===== config.mk =====
export PLATFORM = sky130hd
export DESIGN_NAME = led_panel_escape_command_parser_core
export DESIGN_NICKNAME = d
export VERILOG_FILES = /design/src/rtl/core/lpec_pkg.sv /design/src/rtl/core/lpec_parser.sv /design/src/rtl/core/led_panel_escape_command_parser_core.sv
export SDC_FILE = /design/constraint.sdc
export NUM_CORES = 1
export LEC_CHECK = 0
export BUFFER_PORTS_ARGS = -buffer_cell sky130_fd_sc_hd__buf_2
export CORE_MARGIN = 8
export CORE_UTILIZATION = 50
export DETAILED_ROUTE_END_ITERATION = 8
export PLACE_DENSITY = 0.76
export SLEW_MARGIN = 20
export SYNTH_ARGS = -nofsm -noshare
export SYNTH_HDL_FRONTEND = slang
export SYNTH_SLANG_ARGS = --single-unit

===== constraint.sdc =====
create_clock -name clk -period 11.2 [get_ports clk]
set_clock_uncertainty 0.05 [all_clocks]
set_input_delay 2.24 -clock clk [delete_from_list [all_inputs] [get_ports clk]]
set_output_delay 2.24 -clock clk [all_outputs]
set_load 0.005 [all_outputs]

===== src/rtl/core/lpec_pkg.sv =====
// Shared types and constants for the LED panel escape command parser.
// Used by lpec_parser, the core top level and the testbench.
`timescale 1ns / 1ps

package lpec_pkg;

  // Result actions
  typedef enum logic [3:0] {
    ACT_NONE       = 4'd0,
    ACT_BUF_WRITE  = 4'd1,
    ACT_LIVE_WRITE = 4'd2,
    ACT_REPLY      = 4'd3,
    ACT_NEW_MSG    = 4'd4,
    ACT_CLEAR_OUT  = 4'd5,
    ACT_RESTART    = 4'd6,
    ACT_SCROLL     = 4'd7,
    ACT_REWIND     = 4'd8
  } action_t;

  // Configuration register indexes
  typedef enum logic [1:0] {
    CFG_BUF_SIZE = 2'd0,
    CFG_FILE_VER = 2'd1,
    CFG_BUF_ROM  = 2'd2
  } cfg_idx_t;

  localparam logic [7:0] REPLY_OK  = 8'd0;
  localparam logic [7:0] REPLY_ERR = 8'd1;

  localparam logic [7:0] CH_ESC = 8'd27;
  localparam logic [7:0] CH_C   = 8'h43;
  localparam logic [7:0] CH_T   = 8'h54;
  localparam logic [7:0] CH_F   = 8'h46;
  localparam logic [7:0] CH_L   = 8'h4C;
  localparam logic [7:0] CH_S   = 8'h53;

  localparam logic [7:0] SET_RESTART = 8'd0;
  localparam logic [7:0] SET_DELAY1  = 8'd1;
  localparam logic [7:0] SET_LEAVE   = 8'd2;

  localparam logic [3:0] MODE_TEXT      = 4'd1;
  localparam logic [3:0] MODE_ANIM      = 4'd2;
  localparam logic [3:0] MODE_LIVE      = 4'd3;
  localparam logic [3:0] MODE_TEXT_LOAD = 4'd11;
  localparam logic [3:0] MODE_ANIM_LOAD = 4'd12;
  localparam logic [3:0] MODE_LIVE_LOAD = 4'd13;

  localparam logic [3:0] TEXT_HDR_BYTES = 4'd4;
  localparam logic [3:0] ANIM_HDR_BYTES = 4'd8;
  localparam logic [3:0] LIVE_HDR_BYTES = 4'd6;

  // Most results one byte can cause
  localparam int RES_MAX   = 5;
  localparam int RES_CNT_W = 3;
  typedef logic [RES_CNT_W-1:0] res_cnt_t;

  typedef struct packed {
    action_t     act;
    logic [9:0]  addr;
    logic [7:0]  data;
  } res_t;

  typedef struct packed {
    logic [3:0]  mode;
    logic [15:0] delay;
    logic [15:0] panels;
    logic [15:0] frames;
    logic        scroll;
    logic [9:0]  text_len;
  } status_t;

endpackage


===== src/rtl/core/lpec_parser.sv =====
// Escape command parse state and per-byte result list builder.
// Depends on lpec_pkg; instantiated by the core top level.
`timescale 1ns / 1ps

module lpec_parser #(
  parameter int BUF_DEPTH      = 1024,
  parameter int MAX_PANELS     = 16,
  parameter int TEXT_ACK_BLOCK = 64,
  parameter int ANIM_ACK_BLOCK = 8
) (
  input  logic             clk,
  input  logic             rst_n,
  input  logic             step_en,
  input  logic [7:0]       rx_byte,
  input  logic [9:0]       buf_size,
  input  logic [15:0]      file_ver,
  input  logic             buf_rom,
  output lpec_pkg::res_t   res_list [lpec_pkg::RES_MAX],
  output lpec_pkg::res_cnt_t res_cnt,
  output lpec_pkg::status_t  status
);

  import lpec_pkg::*;

  localparam int LIM_CAP = BUF_DEPTH - 1;
  localparam int BLK_MAX = (TEXT_ACK_BLOCK > ANIM_ACK_BLOCK) ? TEXT_ACK_BLOCK : ANIM_ACK_BLOCK;
  localparam int BLK_W   = $clog2(BLK_MAX + 1);

  typedef enum logic [2:0] {
    ST_IDLE, ST_ESC, ST_TEXT, ST_ANIM, ST_LIVE, ST_SET
  } pstate_t;

  pstate_t         state_r, state_nxt;
  logic [3:0]      pcnt_r, pcnt_nxt;
  logic [7:0]      pb_r [8];
  logic [7:0]      pb_nxt [8];
  logic [7:0]      pb_w [8];
  logic [9:0]      widx_r, widx_nxt;
  logic [15:0]     exp_r, exp_nxt;
  logic [BLK_W-1:0] blk_r, blk_nxt, blk_inc;
  logic [2:0]      lrow_r, lrow_nxt;
  logic [15:0]     lpanel_r, lpanel_nxt, lpanel_inc;
  logic [3:0]      mode_r, mode_nxt;
  logic [15:0]     delay_r, delay_nxt;
  logic [15:0]     panels_r, panels_nxt;
  logic [15:0]     frames_r, frames_nxt;
  logic            scroll_r, scroll_nxt;
  logic [9:0]      tlen_r, tlen_nxt, tlen_inc, widx_inc;

  logic [9:0]      lim;
  logic [15:0]     p01, p23, p45, p67;
  logic [15:0]     text_len;
  logic [31:0]     prod;
  logic [34:0]     anim_len;
  logic [15:0]     anim_exp;
  logic            live_on_panel;

  res_t            list [RES_MAX];
  res_cnt_t        n;

  assign lim = ({7'd0, buf_size} > 17'(LIM_CAP)) ? 10'(LIM_CAP) : buf_size;

  always_comb begin
    for (int i = 0; i < 8; i++) begin
      pb_w[i] = (pcnt_r[2:0] == 3'(i)) ? rx_byte : pb_r[i];
    end
  end

  assign p01      = {pb_w[1], pb_w[0]};
  assign p23      = {pb_w[3], pb_w[2]};
  assign p45      = {pb_w[5], pb_w[4]};
  assign p67      = {pb_w[7], pb_w[6]};
  assign text_len = (p23 > {6'd0, lim}) ? 16'd0 : p23;
  assign prod     = p23 * p45;
  assign anim_len = {prod, 3'b000};
  assign anim_exp = (buf_rom || (anim_len > {25'd0, lim})) ? 16'd0 : anim_len[15:0];
  assign blk_inc  = blk_r + 1'b1;
  assign tlen_inc = tlen_r + 1'b1;
  assign widx_inc = widx_r + 1'b1;
  assign lpanel_inc = lpanel_r + 1'b1;
  assign live_on_panel = {1'b0, lpanel_r} < 17'(MAX_PANELS);

  always_comb begin
    state_nxt  = state_r;
    pcnt_nxt   = pcnt_r;
    pb_nxt     = pb_r;
    widx_nxt   = widx_r;
    exp_nxt    = exp_r;
    blk_nxt    = blk_r;
    lrow_nxt   = lrow_r;
    lpanel_nxt = lpanel_r;
    mode_nxt   = mode_r;
    delay_nxt  = delay_r;
    panels_nxt = panels_r;
    frames_nxt = frames_r;
    scroll_nxt = scroll_r;
    tlen_nxt   = tlen_r;
    n          = '0;
    for (int i = 0; i < RES_MAX; i++) begin
      list[i] = '{act: ACT_NONE, addr: 10'd0, data: 8'd0};
    end

    case (state_r)
      ST_IDLE: begin
        if (rx_byte == CH_ESC) state_nxt = ST_ESC;
      end
      ST_ESC: begin
        case (rx_byte)
          CH_C: begin
            list[n] = '{act: ACT_BUF_WRITE, addr: 10'd0, data: 8'd0}; n = n + 1'b1;
            list[n] = '{act: ACT_NEW_MSG, addr: 10'd0, data: 8'd0};   n = n + 1'b1;
            tlen_nxt  = 10'd0;
            state_nxt = ST_IDLE;
          end
          CH_T: begin
            mode_nxt  = MODE_TEXT_LOAD;
            state_nxt = ST_TEXT;
          end
          CH_F: begin
            mode_nxt  = MODE_ANIM_LOAD;
            state_nxt = ST_ANIM;
          end
          CH_L: begin
            mode_nxt  = MODE_LIVE_LOAD;
            state_nxt = ST_LIVE;
          end
          CH_S: state_nxt = ST_SET;
          default: state_nxt = ST_ESC;
        endcase
        pcnt_nxt = 4'd0;
        widx_nxt = 10'd0;
      end
      ST_TEXT: begin
        if (pcnt_r < TEXT_HDR_BYTES) begin
          pb_nxt   = pb_w;
          pcnt_nxt = pcnt_r + 1'b1;
          if (pcnt_nxt == TEXT_HDR_BYTES) begin
            list[n] = '{act: ACT_CLEAR_OUT, addr: 10'd0, data: 8'd0}; n = n + 1'b1;
            scroll_nxt = 1'b1;
            delay_nxt  = p01;
            tlen_nxt   = 10'd0;
            blk_nxt    = '0;
            exp_nxt    = text_len;
            if (text_len == 16'd0) begin
              list[n] = '{act: ACT_REPLY, addr: 10'd0, data: REPLY_ERR}; n = n + 1'b1;
              mode_nxt = MODE_TEXT;
              list[n] = '{act: ACT_NEW_MSG, addr: 10'd0, data: 8'd0};    n = n + 1'b1;
              state_nxt = ST_IDLE;
            end
          end
        end else begin
          list[n] = '{act: ACT_BUF_WRITE, addr: tlen_r, data: rx_byte}; n = n + 1'b1;
          tlen_nxt = tlen_inc;
          if (blk_inc >= BLK_W'(TEXT_ACK_BLOCK)) begin
            list[n] = '{act: ACT_REPLY, addr: 10'd0, data: REPLY_OK}; n = n + 1'b1;
            blk_nxt = '0;
          end else begin
            blk_nxt = blk_inc;
          end
          if ({6'd0, tlen_inc} >= exp_r) begin
            list[n] = '{act: ACT_REPLY, addr: 10'd0, data: REPLY_OK};    n = n + 1'b1;
            list[n] = '{act: ACT_BUF_WRITE, addr: tlen_inc, data: 8'd0}; n = n + 1'b1;
            mode_nxt = MODE_TEXT;
            list[n] = '{act: ACT_NEW_MSG, addr: 10'd0, data: 8'd0};      n = n + 1'b1;
            state_nxt = ST_IDLE;
          end
        end
      end
      ST_ANIM: begin
        if (pcnt_r < ANIM_HDR_BYTES) begin
          pb_nxt   = pb_w;
          pcnt_nxt = pcnt_r + 1'b1;
          if (pcnt_nxt == ANIM_HDR_BYTES) begin
            list[n] = '{act: ACT_REWIND, addr: 10'd0, data: 8'd0}; n = n + 1'b1;
            scroll_nxt = 1'b0;
            if (p01 != file_ver) begin
              list[n] = '{act: ACT_REPLY, addr: 10'd0, data: REPLY_ERR}; n = n + 1'b1;
              mode_nxt  = MODE_ANIM;
              state_nxt = ST_IDLE;
            end else begin
              panels_nxt = p23;
              frames_nxt = p45;
              delay_nxt  = p67;
              widx_nxt   = 10'd0;
              blk_nxt    = '0;
              exp_nxt    = anim_exp;
              if (anim_exp == 16'd0) begin
                list[n] = '{act: ACT_REPLY, addr: 10'd0, data: REPLY_ERR}; n = n + 1'b1;
                mode_nxt  = MODE_ANIM;
                state_nxt = ST_IDLE;
              end
            end
          end
        end else begin
          list[n] = '{act: ACT_BUF_WRITE, addr: widx_r, data: rx_byte}; n = n + 1'b1;
          widx_nxt = widx_inc;
          if (blk_inc >= BLK_W'(ANIM_ACK_BLOCK)) begin
            list[n] = '{act: ACT_REPLY, addr: 10'd0, data: REPLY_OK}; n = n + 1'b1;
            blk_nxt = '0;
          end else begin
            blk_nxt = blk_inc;
          end
          if ({6'd0, widx_inc} >= exp_r) begin
            list[n] = '{act: ACT_REPLY, addr: 10'd0, data: REPLY_OK}; n = n + 1'b1;
            mode_nxt  = MODE_ANIM;
            state_nxt = ST_IDLE;
          end
        end
      end
      ST_LIVE: begin
        if (pcnt_r < LIVE_HDR_BYTES) begin
          pb_nxt   = pb_w;
          pcnt_nxt = pcnt_r + 1'b1;
          if (pcnt_nxt == LIVE_HDR_BYTES) begin
            list[n] = '{act: ACT_REWIND, addr: 10'd0, data: 8'd0}; n = n + 1'b1;
            scroll_nxt = 1'b0;
            if (p01 != file_ver) begin
              list[n] = '{act: ACT_REPLY, addr: 10'd0, data: REPLY_ERR}; n = n + 1'b1;
              mode_nxt  = MODE_LIVE;
              state_nxt = ST_IDLE;
            end else begin
              panels_nxt = p23;
              frames_nxt = 16'd1;
              delay_nxt  = p45;
              lrow_nxt   = 3'd0;
              lpanel_nxt = 16'd0;
              if (p23 == 16'd0) begin
                mode_nxt  = MODE_LIVE;
                state_nxt = ST_IDLE;
              end
            end
          end
        end else begin
          if (live_on_panel) begin
            list[n] = '{act: ACT_LIVE_WRITE, addr: {lpanel_r[6:0], lrow_r}, data: rx_byte};
            n = n + 1'b1;
          end
          lrow_nxt = lrow_r + 1'b1;
          if (lrow_r == 3'd7) begin
            lpanel_nxt = lpanel_inc;
            if (lpanel_inc == panels_r) begin
              list[n] = '{act: ACT_REPLY, addr: 10'd0, data: REPLY_OK}; n = n + 1'b1;
              mode_nxt  = MODE_LIVE;
              state_nxt = ST_IDLE;
              list[n] = '{act: ACT_SCROLL, addr: 10'd0, data: 8'd0};    n = n + 1'b1;
            end
          end
        end
      end
      ST_SET: begin
        case (rx_byte)
          SET_RESTART: begin
            list[n] = '{act: ACT_RESTART, addr: 10'd0, data: 8'd0}; n = n + 1'b1;
            state_nxt = ST_IDLE;
          end
          SET_DELAY1: begin
            delay_nxt = 16'd1;
            state_nxt = ST_IDLE;
          end
          SET_LEAVE: state_nxt = ST_IDLE;
          default:   state_nxt = ST_SET;
        endcase
      end
      default: state_nxt = ST_IDLE;
    endcase

    if (n == '0) begin
      list[0] = '{act: ACT_NONE, addr: 10'd0, data: 8'd0};
      n = res_cnt_t'(1);
    end
  end

  assign res_list = list;
  assign res_cnt  = n;

  always_ff @(posedge clk) begin
    if (!rst_n) begin
      state_r  <= ST_IDLE;
      pcnt_r   <= 4'd0;
      for (int i = 0; i < 8; i++) pb_r[i] <= 8'd0;
      widx_r   <= 10'd0;
      exp_r    <= 16'd0;
      blk_r    <= '0;
      lrow_r   <= 3'd0;
      lpanel_r <= 16'd0;
      mode_r   <= 4'd0;
      delay_r  <= 16'd0;
      panels_r <= 16'd0;
      frames_r <= 16'd0;
      scroll_r <= 1'b0;
      tlen_r   <= 10'd0;
    end else if (step_en) begin
      state_r  <= state_nxt;
      pcnt_r   <= pcnt_nxt;
      pb_r     <= pb_nxt;
      widx_r   <= widx_nxt;
      exp_r    <= exp_nxt;
      blk_r    <= blk_nxt;
      lrow_r   <= lrow_nxt;
      lpanel_r <= lpanel_nxt;
      mode_r   <= mode_nxt;
      delay_r  <= delay_nxt;
      panels_r <= panels_nxt;
      frames_r <= frames_nxt;
      scroll_r <= scroll_nxt;
      tlen_r   <= tlen_nxt;
    end
  end

  assign status = '{mode: mode_r, delay: delay_r, panels: panels_r, frames: frames_r,
                    scroll: scroll_r, text_len: tlen_r};

endmodule


===== src/rtl/core/led_panel_escape_command_parser_core.sv =====
// Top level of the LED panel escape command parser core.
// Depends on lpec_pkg and lpec_parser; holds config registers and the result queue.
`timescale 1ns / 1ps

// One received byte is taken per beat. Its whole effect on the parse state is worked
// out in the cycle it is accepted, and the one to five results it causes are loaded
// into a result queue that hands out one result per output beat. A byte with more than
// one result holds off the input until they drain; most bytes cause one, so the input
// runs at one byte per cycle while out_stall is low, and the next byte is taken in the
// same cycle as the last result of the previous one leaves. Status fields show the state
// after the byte whose results are on the output.
module led_panel_escape_command_parser_core #(
  parameter int BUF_DEPTH      = 1024,
  parameter int MAX_PANELS     = 16,
  parameter int TEXT_ACK_BLOCK = 64,
  parameter int ANIM_ACK_BLOCK = 8
) (
  input  logic        clk,
  input  logic        rst_n,
  input  logic        cfg_we,
  input  logic [1:0]  cfg_index,
  input  logic [15:0] cfg_wdata,
  input  logic        in_valid,
  output logic        in_stall,
  input  logic [7:0]  in_rx_byte,
  output logic        out_valid,
  input  logic        out_stall,
  output logic [3:0]  out_action,
  output logic [9:0]  out_addr,
  output logic [7:0]  out_data,
  output logic [3:0]  out_panel_mode,
  output logic [15:0] out_frame_delay,
  output logic [15:0] out_panel_count,
  output logic [15:0] out_frame_count,
  output logic        out_scrolling,
  output logic [9:0]  out_text_length,
  output logic        out_last
);

  import lpec_pkg::*;

  logic [9:0]  buf_size_r;
  logic [15:0] file_ver_r;
  logic        buf_rom_r;

  res_t        res_list [RES_MAX];
  res_cnt_t    res_cnt;
  status_t     status;

  res_t        list_r   [RES_MAX];
  res_t        list_nxt [RES_MAX];
  res_cnt_t    cnt_r, cnt_nxt;
  logic        acc, pop;

  always_ff @(posedge clk) begin
    if (!rst_n) begin
      buf_size_r <= 10'd1023;
      file_ver_r <= 16'd1;
      buf_rom_r  <= 1'b0;
    end else if (cfg_we) begin
      case (cfg_idx_t'(cfg_index))
        CFG_BUF_SIZE: buf_size_r <= cfg_wdata[9:0];
        CFG_FILE_VER: file_ver_r <= cfg_wdata;
        CFG_BUF_ROM:  buf_rom_r  <= cfg_wdata[0];
        default: ;
      endcase
    end
  end

  lpec_parser #(
    .BUF_DEPTH      (BUF_DEPTH),
    .MAX_PANELS     (MAX_PANELS),
    .TEXT_ACK_BLOCK (TEXT_ACK_BLOCK),
    .ANIM_ACK_BLOCK (ANIM_ACK_BLOCK)
  ) u_parser (
    .clk      (clk),
    .rst_n    (rst_n),
    .step_en  (acc),
    .rx_byte  (in_rx_byte),
    .buf_size (buf_size_r),
    .file_ver (file_ver_r),
    .buf_rom  (buf_rom_r),
    .res_list (res_list),
    .res_cnt  (res_cnt),
    .status   (status)
  );

  assign out_valid = (cnt_r != '0);
  assign pop       = out_valid && !out_stall;
  assign in_stall  = (cnt_r > res_cnt_t'(1)) || ((cnt_r == res_cnt_t'(1)) && out_stall);
  assign acc       = in_valid && !in_stall;

  always_comb begin
    list_nxt = list_r;
    cnt_nxt  = cnt_r;
    if (acc) begin
      list_nxt = res_list;
      cnt_nxt  = res_cnt;
    end else if (pop) begin
      for (int i = 0; i < RES_MAX - 1; i++) list_nxt[i] = list_r[i+1];
      cnt_nxt = cnt_r - 1'b1;
    end
  end

  always_ff @(posedge clk) begin
    if (!rst_n) begin
      cnt_r <= '0;
    end else begin
      cnt_r <= cnt_nxt;
    end
  end

  always_ff @(posedge clk) begin
    list_r <= list_nxt;
  end

  assign out_action      = list_r[0].act;
  assign out_addr        = list_r[0].addr;
  assign out_data        = list_r[0].data;
  assign out_last        = (cnt_r == res_cnt_t'(1));
  assign out_panel_mode  = status.mode;
  assign out_frame_delay = status.delay;
  assign out_panel_count = status.panels;
  assign out_frame_count = status.frames;
  assign out_scrolling   = status.scroll;
  assign out_text_length = status.text_len;

endmodule


### Word-level counts from Yosys, hierarchy flattened

Cells that the tools add are included.

* bits of input ports: 31
* register bits after elaboration: 326
* logic and storage cells: 389
* output and inout port bits: 88

* reductions and logical operators: 49
* multiply operators: 1
* equality and inequality tests: 54
* order comparisons: 23
* bitwise operators: 21
* $add $sub $neg: 13
* muxes and demuxes: 188

Operators with widths (count)
* 16-bit 2-to-1 mux: 30
* 110-bit 2-to-1 mux: 4
* 22-bit demux with 3-bit select: 6
* 22-bit 2-to-1 mux: 14
* 100-bit inverter: 3
* 44-bit 2-to-1 mux: 5
* 98-bit by 100-bit AND with 100-bit output: 2
* 66-bit 2-to-1 mux: 3
* 66-bit case mux with 3 select lines: 1
* 64-bit 2-to-1 mux: 3
* 64-bit case mux with 3 select lines: 1
* 88-bit 2-to-1 mux: 2
* 3-bit 2-to-1 mux: 40
* 110-bit bitwise mux: 1
* 22-bit case mux with 5 select lines: 1
* 105-bit AND: 1
* 105-bit inverter: 1
* 100-bit AND: 1
* 20-bit 2-to-1 mux: 5
* 16-bit case mux with 2 select lines: 3
* 95-bit AND: 1
* 95-bit inverter: 1
* 22-bit case mux with 4 select lines: 1
* 4-bit 2-to-1 mux: 18
* other kinds (79): 201

### Logic depth before layout (Yosys ltp)

* depth in word-level cells: 19
* mapped depth: 32
* gate-level depth less buffers: 29

### By module

A second synthesis with hierarchy kept.

* cells, all modules: 3061
* area, all modules: 27033.4 sq um

Modules (own cells, without submodules)
* lpec_parser: sequential area each 3723.6 sq um, area each 21187.8 sq um, instances 1, cells an instance 2679
* led_panel_escape_command_parser_core: sequential area each 3903.7 sq um, area each 5845.6 sq um, instances 1, cells an instance 382

### Worst setup path after synthesis

Ideal clock, no wire load.

* path type: in2reg
* from: in in_rx_byte[0]
* to: reg u_parser.exp_r[6]
* slack: 1.340 ns
* library setup time: 0.059 ns
* stages on the path: 27
* required time: 11.091 ns
* buffers on the path: 4
* arrival time: 9.751 ns
* path through: clkbuf_1 > clkbuf_1 > inv_1 > o21ai_0 > clkbuf_1 > nand2_1 > fa_1 > fa_1 > inv_1 > fa_1 > fa_1 > fa_1 > inv_1 > fa_1 > inv_1 > ha_1 > clkbuf_1 > a211oi_1 > o21bai_1 > or3_1 > a21oi_1 > mux2_2 > or3b_2 > nor4_1 > nand2_1 > nor3_2 > a22o_1

* longest elaborated chain between the ends: 9
* elaborated cells on any way between the ends: 21
* those cells by class: mul (1); order compare (2); eq/ne (2); mux (14); reduce/logical (2)

RTL lines
* start, declared: RTL line led_panel_escape_command_parser_core.sv:25 `input logic [7:0] in_rx_byte,`
* 8-bit 2-to-1 mux: RTL line lpec_parser.sv:65 `pb_w[i] = (pcnt_r[2:0] == 3'(i)) ? rx_byte : pb_r[i];`
* 16-bit by 16-bit multiplier with 32-bit output: RTL line lpec_parser.sv:74 `assign prod = p23 * p45;`
* 35-bit by 10-bit greater-than comparator with 1-bit output: RTL line lpec_parser.sv:76 `assign anim_exp = (buf_rom || (anim_len > {25'd0, lim})) ? 16'd0 : anim_len[15:0];`
* 1-bit logical OR: RTL line lpec_parser.sv:76
* 16-bit 2-to-1 mux: RTL line lpec_parser.sv:76
* 16-bit 2-to-1 mux: RTL line lpec_parser.sv:176 `if (p01 != file_ver) begin`
* 16-bit 2-to-1 mux: RTL line lpec_parser.sv:173 `if (pcnt_nxt == ANIM_HDR_BYTES) begin`
* 16-bit 2-to-1 mux: RTL line lpec_parser.sv:170 `if (pcnt_r < ANIM_HDR_BYTES) begin`
* 16-bit case mux with 2 select lines: RTL line lpec_parser.sv:103 `case (state_r)`
* end signal, assigned: RTL line lpec_parser.sv:297 `exp_r <= exp_nxt;`
* end, declared: RTL line lpec_parser.sv:39 `logic [15:0] exp_r, exp_nxt;`

Several ways; a longest one is shown, not always the timed one. The select of a mux whose other input is x is not followed.
A chain may end at the register's enable or synchronous reset.

### Final worst setup path

* from: in in_rx_byte[7]
* to: reg u_parser.mode_r[2]

* longest elaborated chain between the ends: 8
* elaborated cells on any way between the ends: 32
* those cells by class: mul (1); order compare (2); eq/ne (8); mux (16); reduce/logical (5)

RTL lines
* 8-bit 2-to-1 mux: RTL line lpec_parser.sv:65
* 16-bit by 16-bit multiplier with 32-bit output: RTL line lpec_parser.sv:74
* 35-bit by 10-bit greater-than comparator with 1-bit output: RTL line lpec_parser.sv:76
* 1-bit logical OR: RTL line lpec_parser.sv:76
* 16-bit 2-to-1 mux: RTL line lpec_parser.sv:76
* 16-bit logical NOT: RTL line lpec_parser.sv:187 `if (anim_exp == 16'd0) begin`
* 4-bit != test (no line)
* 13-bit AND reduction (no line)
* end signal, assigned: RTL line lpec_parser.sv:301 `mode_r <= mode_nxt;`
* end, declared: RTL line lpec_parser.sv:43 `logic [3:0] mode_r, mode_nxt;`

Several ways; a longest one is shown, not always the timed one. The select of a mux whose other input is x is not followed.

==> results.md <==
- Placed Instances: 3520
- Mapped Area: approximately 24000 sq um
- Post-synthesis sequential area ratio: 0.254
- Max cap viols: 0
- GRT Util Overall: 0.284
- Number of synthesized register bits: 278
- Yosys top cell by area: dfxtp_1
- Internal Power: ~2100 uW
- Crit start category: primary input
- CP max stage cell: fa_1
- GRT overflow: 0
- DR iter-0 viols: roughly 2400
- Slew Viols, Final: 0
- Pwr Density: 104 nW/um^2
- Highest cell delay on the worst timing path: between 500 and 600 ps
- Antenna-violating nets left: 0
- ANT cells: 0
- Post-DP Area: about 25000 sq um
- # IOs: between 100 and 150
- CTS sink cnt: 278
- Largest net degree at the start of global routing: roughly 130
- FILL cells: between 4000 and 5000
- P_leak: 0.0125 uW
- Tmin final: between 10000 and 15000 ps
- Initial antenna violation count: 2
- TNS Setup: 0 ps
- Most used DFF post-synth: dfxtp_1
- DRC errors left: 0
- Maximum VDD drop: about 0.00010 V
- Number of global-route vias before repair: about 22000
- Worst Hold Launch: u_parser.mode_r[0]
- Final Hold Vio Count: 0
- Crit-path max FO: 14
- Vias: approximately 22000
- Rows: 81
- GPL Wtd Cong: a little under 1
- CTS Hold Bufs: 0
- Register area: ~6200 sq um
- Crit share post-route: 0.897
- Final instance area: between 20000 and 30000 sq um
- CTS max path bufs: 3
- F_max: between 90 and 100 MHz
- Post-synth top cells: 407 x nand2_1, 301 x inv_1, 239 x nor2_1
- Status: finished, final reports clean
- First-pass GRT wire length: 127 mm
- Final setup fails: 0
- Type of the setup path with the least slack: primary input to flip-flop
- Die extent in y: 237 um
- H-tree depth: 2
- TritonRoute pass-1 iters: 8
- CTS tree: done
- Reg clk slew, reported paths: ~50 ps
- Mean Syn Cell Area: around 8.4 sq um
- Area of the multi-input gates: around 16000 sq um
- Synth warn: 0
- Reg power frac: 0.443
- RSZ-0062 raised after global routing: no
- Synth top area share: 0.178
- CTS-repair resized insts: 0
- Comb pwr share: 0.117
- DP HPWL: 61.3 mm
- Vias per inst: 6.14
- Initial core utilization: 0.502
- Worst setup EP type: flip-flop
- Core area: a little under 50000 sq um
- Register-to-register setup slack: 1380 ps
- Most common cell in the netlist: nand2_1
- Reg2reg path depth: 26
- Worst EP required: 11610 ps
- Synth Instances: approximately 2900
- Worst EP arrival: ~10000 ps
- Worst reg2reg path endpoint: u_parser.mode_r[2]
- Min-delay worst type: flip-flop to flip-flop
- Async S/R FF share, synth: 0
- Cts bufs inserted: 34
- Clock power share: 0.441
- Total Wirelength: 80.4 mm
- Clk root buf: clkbuf_16
- Share of post-route cells with drive strength above 1: 0.0997
- Worst-Margin Slew: between 1000 and 1500 ps
- Area Growth Syn to Fin: 9.86%
- Post-CTS Setup Bufs: 0
- Max-slew headroom: 0.300
- Hold Path End: u_parser.mode_r[0]
- Syn Nets: about 3300
- Finished Layout Cells: 3582
- Hold path depth: 2
- Switching power: between 700 and 800 uW
- Post-synth EDFFs: 62
- Die Width: 237 um
- Port Buffers: between 100 and 150
- Switching part of the total: 0.258
- Synth cell types: 84
- Later-pin clock latency in the skew report: 560 ps
- WL per Instance: approximately 22 um
- Largest cells by area after synthesis: dfxtp_1 18%, fa_1 16%, ha_1 8.4%, edfxtp_1 7.7%, nand2_1 6.3%
- Nets: 3323
- RR Startpoint: u_parser.pcnt_r[2]
- Die area: between 50000 and 60000 sq um
metrics by stage:
step | setup slack (ps) | total power [uW] | util | hold slack, ps
after global placement | 674 | 1570 | 0.526 | 397
after CTS | 1330 | 2810 | 0.552 | 413
after detailed placement | 811 | 1580 | 0.526 | 406
final | 1150 | 2790 | 0.552 | 409
after global routing | 819 | 2900 | 0.552 | 440
after floorplan | 1340 | 1500 | - | 393
final cells by class:
type | instances | area share
inverter | 306 | 0.0430
timing repair buffer | 187 | 0.0417
tap | 622 | 0.0291
clock buffer | 44 | 0.0363
sequential | 278 | 0.231
clock inverter | 18 | 0.0102
multi-input combinational | 2127 | 0.608
state kept, by name, summed over array words and instances, names as in the netlist:
register and flops:
buf_rom_r 1, buf_size_r 10, cnt_r 3, file_ver_r 16
list_r 40, out_action 4, out_addr 10, out_data 8
u_parser.blk_r 7, u_parser.delay_r 16, u_parser.exp_r 16, u_parser.frames_r 16
u_parser.lpanel_r 16, u_parser.lrow_r 3, u_parser.mode_r 4, u_parser.panels_r 16
u_parser.pb_r 64, u_parser.pcnt_r 4, u_parser.scroll_r 1, u_parser.state_r 3
u_parser.tlen_r 10, u_parser.widx_r 10
kinds of logic after synthesis:
family                     share of synthesized area
DFF                                            0.254
xor gates and xnor gates                      0.0266
adders and majority gates                      0.244
and+or+nand+nor                                0.198
buffers and inverters                         0.0790
muxes                                         0.0408
AOI/OAI and AO/OA                              0.157
how the worst max path moves through the flow:
stage,start,endpoint,depth (start not counted)
2_1_floorplan,in_rx_byte[0],u_parser.exp_r[6],27
3_5_place_dp,in_rx_byte[4],u_parser.mode_r[2],25
5_1_grt,in_rx_byte[1],u_parser.mode_r[2],26
6_report,in_rx_byte[7],u_parser.mode_r[2],28
4_1_cts,in_rx_byte[1],u_parser.mode_r[2],26
3_3_place_gp,in_rx_byte[2],cnt_r[0],23
routing by layer:
metal	wire length, um	share of wire	up-vias	GRT usage
met5	0	0	-	0
met1	30800	0.38	10700	0.346
met2	37500	0.47	1168	0.467
met4	5120	0.064	0	0.160
met3	6960	0.086	331	0.0552
li1	-	-	9832	-
power groups by stage:
| stage | logic (uW) | clock network [uW] | registers (uW) |
|---|---|---|---|
| after floorplan | 253 | 0 | 1250 |
| after global placement | 312 | 0 | 1250 |
| after detailed placement | 325 | 0 | 1260 |
| after CTS | 328 | 1240 | 1240 |
| after global routing | 364 | 1280 | 1250 |
| final | 326 | 1230 | 1240 |
placed cells by master, fill, tap and decap left out, types with 20 or more instances in the layout:
master     count
buf_2        117
o211a_1       51
edfxtp_1      62
nor2_1       236
and2_1        42
mux2i_1       79
inv_1        301
nand2_1      405
clkbuf_16     36
xnor2_1       36
nand3_1       54
fa_1         194
a21boi_0      50
dfxtp_1      216
a21oi_1      105
o22ai_1       20
xor2_1        38
o21ai_0      120
nor3_1        62
o211ai_1      23
nand4_1       25
o21ai_1       22
ha_1         164
nor2b_1       61
buf_4         69
and3_1        31
worst max-delay path, delay by kind of cell:
family	cells	cell delay, ps
muxes	2	610
and+or+nand+nor	6	2030
adders and majority gates	7	3270
AOI/OAI and AO/OA	4	840
buffers and inverters	9	1410
(Power assumes the default switching activity.)
